[src/priority_ready_queue_macros.svh]
// Assertion macros for the priority ready queue.
`ifndef PRIORITY_READY_QUEUE_MACROS_SVH
`define PRIORITY_READY_QUEUE_MACROS_SVH

`ifndef SYNTHESIS

`define PRQ_ASSERT(label, clk, rst_n, prop) \
    label: assert property (@(posedge clk) disable iff (!rst_n) (prop)) \
        else $error("prq assertion failed");

`define PRQ_ASSERT_NEXT(label, clk, rst_n, ante, cons) \
    label: assert property (@(posedge clk) disable iff (!rst_n) (ante) |=> (cons)) \
        else $error("prq assertion failed");

`else

`define PRQ_ASSERT(label, clk, rst_n, prop)

`define PRQ_ASSERT_NEXT(label, clk, rst_n, ante, cons)

`endif

`endif

[src/prq_pkg.sv]
// Shared types and constants of the priority ready queue.
`default_nettype none

package prq_pkg;

    localparam int QUEUE_DEPTH = 16;
    localparam int ID_W        = 16;
    localparam int PRIO_W      = 8;

    typedef enum logic [1:0] {
        REQ_INSERT = 2'd0,
        REQ_POP    = 2'd1,
        REQ_LOOKUP = 2'd2
    } t_req;

    typedef enum logic [1:0] {
        ST_OK    = 2'd0,
        ST_FULL  = 2'd1,
        ST_EMPTY = 2'd2
    } t_status;

    typedef struct packed {
        logic              valid;
        logic [PRIO_W-1:0] prio;
        logic [ID_W-1:0]   id;
    } t_entry;

    typedef struct packed {
        logic ins;
        logic pop;
    } t_cell_ctrl;

    typedef struct packed {
        logic take;
        logic match;
    } t_cell_stat;

endpackage

`default_nettype wire

[src/priority_ready_queue.sv]
// Top level of the priority ready queue: chain of sorted slots and result register.
//
//  channel  | dir | tdata                                  | tuser
//  s_axis   | in  | thread_id[15:0] priority_req[23:16]    | req_type[1:0]
//  m_axis   | out | found[0] out_thread_id[16:1] out_prio  | status[1:0]
//           |     | [24:17], zero to bit 31                |
//
// The slot chain is updated at the clock edge on which a request is accepted.
// One result per request, held in a single output register; a new request is taken
// in the cycle the pending result leaves, so sustained rate is one per cycle while m_axis is ready.
// A stall on m_axis holds the result and drops s_axis tready.
// Synchronous reset empties the queue; slot contents are not cleared.
`default_nettype none
`include "priority_ready_queue_macros.svh"

module priority_ready_queue (
    input  wire         i_clk,
    input  wire         i_rst_n,
    input  wire         i_s_axis_tvalid,
    output logic        o_s_axis_tready,
    input  wire  [23:0] i_s_axis_tdata,   // thread_id[15:0], priority_req[23:16]
    input  wire  [1:0]  i_s_axis_tuser,   // req_type[1:0]
    output logic        o_m_axis_tvalid,
    input  wire         i_m_axis_tready,
    output logic [31:0] o_m_axis_tdata,   // found[0], out_thread_id[16:1], out_priority[24:17]
    output logic [1:0]  o_m_axis_tuser    // status[1:0]
);

    localparam int D = prq_pkg::QUEUE_DEPTH;

    prq_pkg::t_entry     w_entry [D];
    prq_pkg::t_cell_stat w_stat  [D];
    prq_pkg::t_entry     w_new;
    prq_pkg::t_entry     w_empty_entry;
    prq_pkg::t_cell_ctrl w_ctrl;
    prq_pkg::t_req       w_req;
    logic [D-1:0]        w_valid_vec;
    logic [D-1:0]        w_match_vec;
    logic                w_accept;
    logic                w_full;
    logic                w_empty;

    logic                      r_out_valid;
    prq_pkg::t_status          r_status;
    logic                      r_found;
    logic [prq_pkg::ID_W-1:0]  r_id;
    logic [prq_pkg::PRIO_W-1:0] r_prio;
    prq_pkg::t_status          n_status;
    logic                      n_found;
    logic [prq_pkg::ID_W-1:0]  n_id;
    logic [prq_pkg::PRIO_W-1:0] n_prio;

    assign w_req          = prq_pkg::t_req'(i_s_axis_tuser);
    assign w_new.valid    = 1'b1;
    assign w_new.id       = i_s_axis_tdata[15:0];
    assign w_new.prio     = i_s_axis_tdata[23:16];
    assign w_empty_entry  = '0;

    assign o_s_axis_tready = !r_out_valid || i_m_axis_tready;
    assign w_accept        = i_s_axis_tvalid && o_s_axis_tready;
    assign w_full          = w_valid_vec[D-1];
    assign w_empty         = !w_valid_vec[0];

    assign w_ctrl.ins = w_accept && (w_req == prq_pkg::REQ_INSERT) && !w_full;
    assign w_ctrl.pop = w_accept && (w_req == prq_pkg::REQ_POP) && !w_empty;

    genvar g;
    generate
        for (g = 0; g < D; g++) begin : g_cell
            prq_cell u_cell (
                .i_clk       (i_clk),
                .i_rst_n     (i_rst_n),
                .i_ctrl      (w_ctrl),
                .i_new       (w_new),
                .i_left      ((g == 0) ? w_new : w_entry[(g == 0) ? 0 : g-1]),
                .i_left_take ((g == 0) ? 1'b0 : w_stat[(g == 0) ? 0 : g-1].take),
                .i_right     ((g == D-1) ? w_empty_entry : w_entry[(g == D-1) ? g : g+1]),
                .o_entry     (w_entry[g]),
                .o_stat      (w_stat[g])
            );
            assign w_valid_vec[g] = w_entry[g].valid;
            assign w_match_vec[g] = w_stat[g].match;
        end
    endgenerate

    always_comb begin
        n_status = prq_pkg::ST_OK;
        n_found  = 1'b0;
        n_id     = '0;
        n_prio   = '0;
        unique case (w_req)
            prq_pkg::REQ_INSERT: begin
                if (w_full) begin
                    n_status = prq_pkg::ST_FULL;
                end
            end
            prq_pkg::REQ_POP: begin
                if (w_empty) begin
                    n_status = prq_pkg::ST_EMPTY;
                end else begin
                    n_id   = w_entry[0].id;
                    n_prio = w_entry[0].prio;
                end
            end
            prq_pkg::REQ_LOOKUP: begin
                n_found = |w_match_vec;
            end
            default: begin
                n_status = prq_pkg::ST_OK;
            end
        endcase
    end

    always_ff @(posedge i_clk) begin
        if (!i_rst_n) begin
            r_out_valid <= 1'b0;
        end else if (w_accept) begin
            r_out_valid <= 1'b1;
        end else if (i_m_axis_tready) begin
            r_out_valid <= 1'b0;
        end
        if (w_accept) begin
            r_status <= n_status;
            r_found  <= n_found;
            r_id     <= n_id;
            r_prio   <= n_prio;
        end
    end

    assign o_m_axis_tvalid = r_out_valid;
    assign o_m_axis_tuser  = r_status;
    assign o_m_axis_tdata  = {7'd0, r_prio, r_id, r_found};

    // occupied slots always form a run from the head
    `PRQ_ASSERT(a_thermo, i_clk, i_rst_n, ((w_valid_vec + D'(1)) & w_valid_vec) == '0)
    `PRQ_ASSERT_NEXT(a_ins_count, i_clk, i_rst_n, w_ctrl.ins,
        $countones(w_valid_vec) == $past($countones(w_valid_vec)) + 1)
    `PRQ_ASSERT_NEXT(a_pop_count, i_clk, i_rst_n, w_ctrl.pop,
        $countones(w_valid_vec) + 1 == $past($countones(w_valid_vec)))
    `PRQ_ASSERT_NEXT(a_pop_head, i_clk, i_rst_n, w_ctrl.pop,
        r_status == prq_pkg::ST_OK && r_prio == $past(w_entry[0].prio))
    `PRQ_ASSERT_NEXT(a_full_hold, i_clk, i_rst_n,
        w_accept && w_req == prq_pkg::REQ_INSERT && w_full,
        r_status == prq_pkg::ST_FULL && $stable(w_valid_vec))

endmodule

`default_nettype wire

[src/prq_cell.sv]
// One slot of the sorted shift chain: holds an entry and moves it left or right.
`default_nettype none

module prq_cell (
    input  wire                      i_clk,
    input  wire                      i_rst_n,
    input  wire prq_pkg::t_cell_ctrl i_ctrl,
    input  wire prq_pkg::t_entry     i_new,
    input  wire prq_pkg::t_entry     i_left,
    input  wire                      i_left_take,
    input  wire prq_pkg::t_entry     i_right,
    output prq_pkg::t_entry          o_entry,
    output prq_pkg::t_cell_stat      o_stat
);

    prq_pkg::t_entry r_entry;
    prq_pkg::t_entry n_entry;
    logic            w_take;

    // new entry belongs here or before: slot empty or strictly greater
    assign w_take = !r_entry.valid || (r_entry.prio > i_new.prio);

    always_comb begin
        n_entry = r_entry;
        if (i_ctrl.pop) begin
            n_entry = i_right;
        end else if (i_ctrl.ins) begin
            if (i_left_take) begin
                n_entry = i_left;
            end else if (w_take) begin
                n_entry = i_new;
            end
        end
    end

    always_ff @(posedge i_clk) begin
        if (!i_rst_n) begin
            r_entry.valid <= 1'b0;
        end else begin
            r_entry.valid <= n_entry.valid;
        end
        r_entry.prio <= n_entry.prio;
        r_entry.id   <= n_entry.id;
    end

    assign o_entry      = r_entry;
    assign o_stat.take  = w_take;
    assign o_stat.match = r_entry.valid && (r_entry.id == i_new.id);

endmodule

`default_nettype wire
[config.mk]
export PLATFORM = sky130hd
export DESIGN_NAME = priority_ready_queue
export DESIGN_NICKNAME = d
export VERILOG_FILES = /design/src/prq_pkg.sv /design/src/priority_ready_queue.sv /design/src/prq_cell.sv
export VERILOG_INCLUDE_DIRS = /design/src /design/src/src
export SDC_FILE = /design/constraint.sdc
export NUM_CORES = 1
export LEC_CHECK = 0
export BUFFER_PORTS_ARGS = -buffer_cell sky130_fd_sc_hd__buf_2
export CAP_MARGIN = 20
export CORE_MARGIN = 2
export CORE_UTILIZATION = 36
export CTS_CLUSTER_SIZE = 8
export DETAILED_ROUTE_END_ITERATION = 16
export HOLD_SLACK_MARGIN = 0.03
export PLACE_DENSITY = 0.5
export RECOVER_POWER = 25
export SETUP_SLACK_MARGIN = 0.2
export SLEW_MARGIN = 20
export SYNTH_ARGS = -nofsm -noshare
export SYNTH_HDL_FRONTEND = slang
export SYNTH_SLANG_ARGS = --single-unit
[constraint.sdc]
create_clock -name i_clk -period 4.1 [get_ports i_clk]
set_input_delay 0.615 -clock i_clk [delete_from_list [all_inputs] [get_ports i_clk]]
set_output_delay 0.615 -clock i_clk [all_outputs]
set_load 0.03 [all_outputs]
==> impl_metrics.yaml <==
status:
  status: "finished, violations left"
  violations: "max-capacitance violations, max-slew violations"
placed_design:
  dp.cells: 3503
  port_buffers: 58
  gp_congestion: 0.889
  dp_hpwl_mm: 61.6
setup_path:
  crit_fanout: 31
  cp-end-kind: "flip-flop"
  critPathRequiredTime_ns: 4.54
  slowest_stage: "clkbuf_2"
  worstSetupPathDepth: 12
  reg2regPathDepth: 3
  crit_start: "i_s_axis_tdata[17]"
  arrival_ns: 3.84
  slowest_delay_ns: 0.89
  timing.rr.start: "g_cell[15].u_cell.o_entry[24]"
  rr_endpoint: "g_cell[0].u_cell.o_entry[2]"
  start_kind: "primary input"
  cp_cell_sequence: "buf_2 -> inv_1 -> clkbuf_1 -> ha_1 -> nor2b_1 -> o21ai_1 -> nand2b_1 -> a21oi_1 -> o311ai_0 -> clkbuf_2 -> mux2i_1 -> o21ai_0"
  rrSetupSlack_ns: 0.82
  critPathKind: "primary input to flip-flop"
  crit_family: "buffers and inverters"
  worstSetupEndpoint: "g_cell[15].u_cell.o_entry[8]"
  critPathBufInv: 4
final_layout:
  layout_common_cells: "nand2_1, edfxtp_1, xnor2_1, o21ai_0, mux2i_1"
  regArea_um2: 12400
  fillers: 7091
  instances_no_fill: 3614
  area_growth_pct: 11.3
  fin_nets: 2755
  diodes: 0
  multi_input_area_um2: 13000
  drive_above_1_share_pct: 8.02
  layout_commonest_cell: "nand2_1"
floorplanning:
  fp.dieW_um: 276
  fp.dieArea_um2: 75900
  start_util_pct: 36.4
  die_h_um: 276
  rows: 99
  core_area_um2: 73000
  io_pins: 66
routing:
  vias_per_cell: 5.58
  drt_iter0_markers: 1849
  wire_per_inst_um: 23.5
  firstDrtPassIters: 6
  ant_nets: 0
  vias: 20184
  remaining_drc_errors: 0
  wirelength_mm: 84.9
logic_synthesis:
  synth_top_family_by_area: "simple AND/OR/NAND/NOR gates"
  synth_largest_area_cell: "edfxtp_1"
  yosys.area.top_type_share_pct: 43.8
  ys_seq_area_share_pct: 46.9
  async_reset_ff_share_pct: 0
  syn_area_um2: 26500
  synth_area_per_cell_um2: 10.3
  yosysWarnings: 0
  synth_compound_area_share_pct: 12.6
  synth_cell_types: 54
  synth_simple_gate_area_share_pct: 14.3
  syn_inst: 2588
  synth.area.top_cells: "edfxtp_1, mux2i_1, xnor2_1"
  synth_top_flop_cell: "edfxtp_1"
  muxShareOfSynthArea_pct: 7.58
  synth_enable_flop_cells: 387
  synthAdderAreaFrac_pct: 5.66
  ys_ff_latch: 428
  synth-xor-area-share_pct: 8.45
pwr:
  p_clk_share_pct: 42.6
  ir_worst_vdd_mv: 0.347
  seqPwrFrac_pct: 46.7
  p_switching_uw: 2850
  power_leakage_uw: 0.0102
  pwr-share-comb_pct: 10.6
  p_per_area_nw_per_um2: 371
  swShare_pct: 25.9
  cellInternalPower_uw: 8130
global_routing:
  grt_util_met3_pct: 2.58
  grt_pass1_vias: 20265
  grt_pass1_wl_mm: 128
  use_met2_pct: 37.0
  grt.total_usage_pct: 22.3
  grt-ovfl-total: 0
  antenna_found_initial: 0
  grt-busiest-layer: "met2"
  grt_util_met1_pct: 30.1
  grt_max_degree: 216
clock_tree:
  hold_buffers: 0
  clock_sinks: 428
  cts_buffer_depth: 3
  clock_latency_ns: 0.63
  ctsResizeCount: 0
  htreeDepth: 2
  root_buffer: "clkbuf_16"
  cts_tree: "yes"
  path_clk_slew_ns: 0.05
  cts_buffers: 59
  post_cts_buffers: 0
sta:
  fin_crit_sh_pct: 83.1
  max_freq_mhz: 293
  setup_viol: 0
  rsz0062_at_grt: "no"
  slew_violations: 123
  hold_violations: 0
  worst_pin_slew_ns: 1.78
  slew_headroom_pct: -18.8
  finalCriticalPeriod_ns: 3.41
  clock_skew_ns: 0.0358
  tns_ns: 0
run:
  maxCapViolCount: 2
worst_hold_path:
  hp-class: "primary input to flip-flop"
  hold_depth: 3
## how the worst min path moves through the flow
| stage | startpoint | slack, ns | endpoint |
|---|---|---|---|
| final | i_s_axis_tvalid | 0.26 | o_m_axis_tvalid |
| after global routing | i_s_axis_tvalid | 0.26 | o_m_axis_tvalid |
| after CTS | i_s_axis_tvalid | 0.22 | o_m_axis_tvalid |
| after detailed placement | g_cell[15].u_cell.o_entry[16] | 0.44 | g_cell[15].u_cell.o_entry[16] |
| after global placement | g_cell[15].u_cell.o_entry[16] | 0.44 | g_cell[15].u_cell.o_entry[16] |
| after floorplan | g_cell[15].u_cell.o_entry[16] | 0.43 | g_cell[15].u_cell.o_entry[16] |
## power groups by stage
stage | Sequential (uW) | Combinational (uW) | Clock (uW)
final | 5130 | 1160 | 4680
after CTS | 5120 | 1170 | 4780
after global placement | 5210 | 1150 | 0
after detailed placement | 5210 | 1170 | 0
after floorplan | 5170 | 780 | 0
after global routing | 5150 | 1280 | 4950
## cell usage after synthesis (all sizes together) (41+ instances only)
master	count
nand4	77
edfxtp	387
nand3	169
clkbuf	80
ha	120
nand2	456
mux2i	201
xnor2	224
dfxtp	41
o211ai	146
o21ai	239
buf	134
## registers in the layout, summed over array words and instances, names as in the netlist
signal,cells
r_found,1
o_m_axis_tuser,2
r_id,16
o_m_axis_tvalid,1
r_prio,8
g_cell.u_cell.o_entry,400
## per-stage QoR
step | hold WS [ns] | total power, uW | util, % | setup WS, ns | area (um^2)
global route | 0.261 | 11400 | 40.5 | 0.519 | 29500
global placement | 0.440 | 6350 | 38.3 | 0.634 | 27900
detailed placement | 0.442 | 6380 | 38.3 | 0.571 | 27900
finish | 0.264 | 11000 | 40.5 | 0.693 | 29500
floorplan | 0.428 | 5950 | - | 0.347 | 26600
CTS | 0.221 | 11100 | 40.7 | 1.22 | 29700
## cells by family after synthesis
group,after synthesis
and+or+nand+nor,829
other,1
xor gates and xnor gates,256
adders and majority gates,120
buffers and inverters,245
AOI/OAI and AO/OA,508
muxes,201
DFF,428
## worst register-to-register path, stage by stage, from the launching register on
cell     delay, ns
dfxtp_1       0.48
or4_2         1.01
o21ai_0       1.05
buf_4         0.41
## layer usage
layer  share of wire, %  up-vias
li1                   -     9532
met1                 45     9867
met2                 47      634
met3                4.8      151
met4                3.3        0
met5                  0        -
## area by class of cell
type | count | area share (%)
Clock buffer | 109 | 5.74
Clock inverter | 2 | 0.0847
Sequential cell | 428 | 42.1
Inverter | 31 | 0.394
Tap cell | 959 | 4.06
Timing Repair Buffer | 164 | 3.72
Multi-Input combinational cell | 1921 | 43.9
No activity file was read; power rests on OpenSTA's default activity.
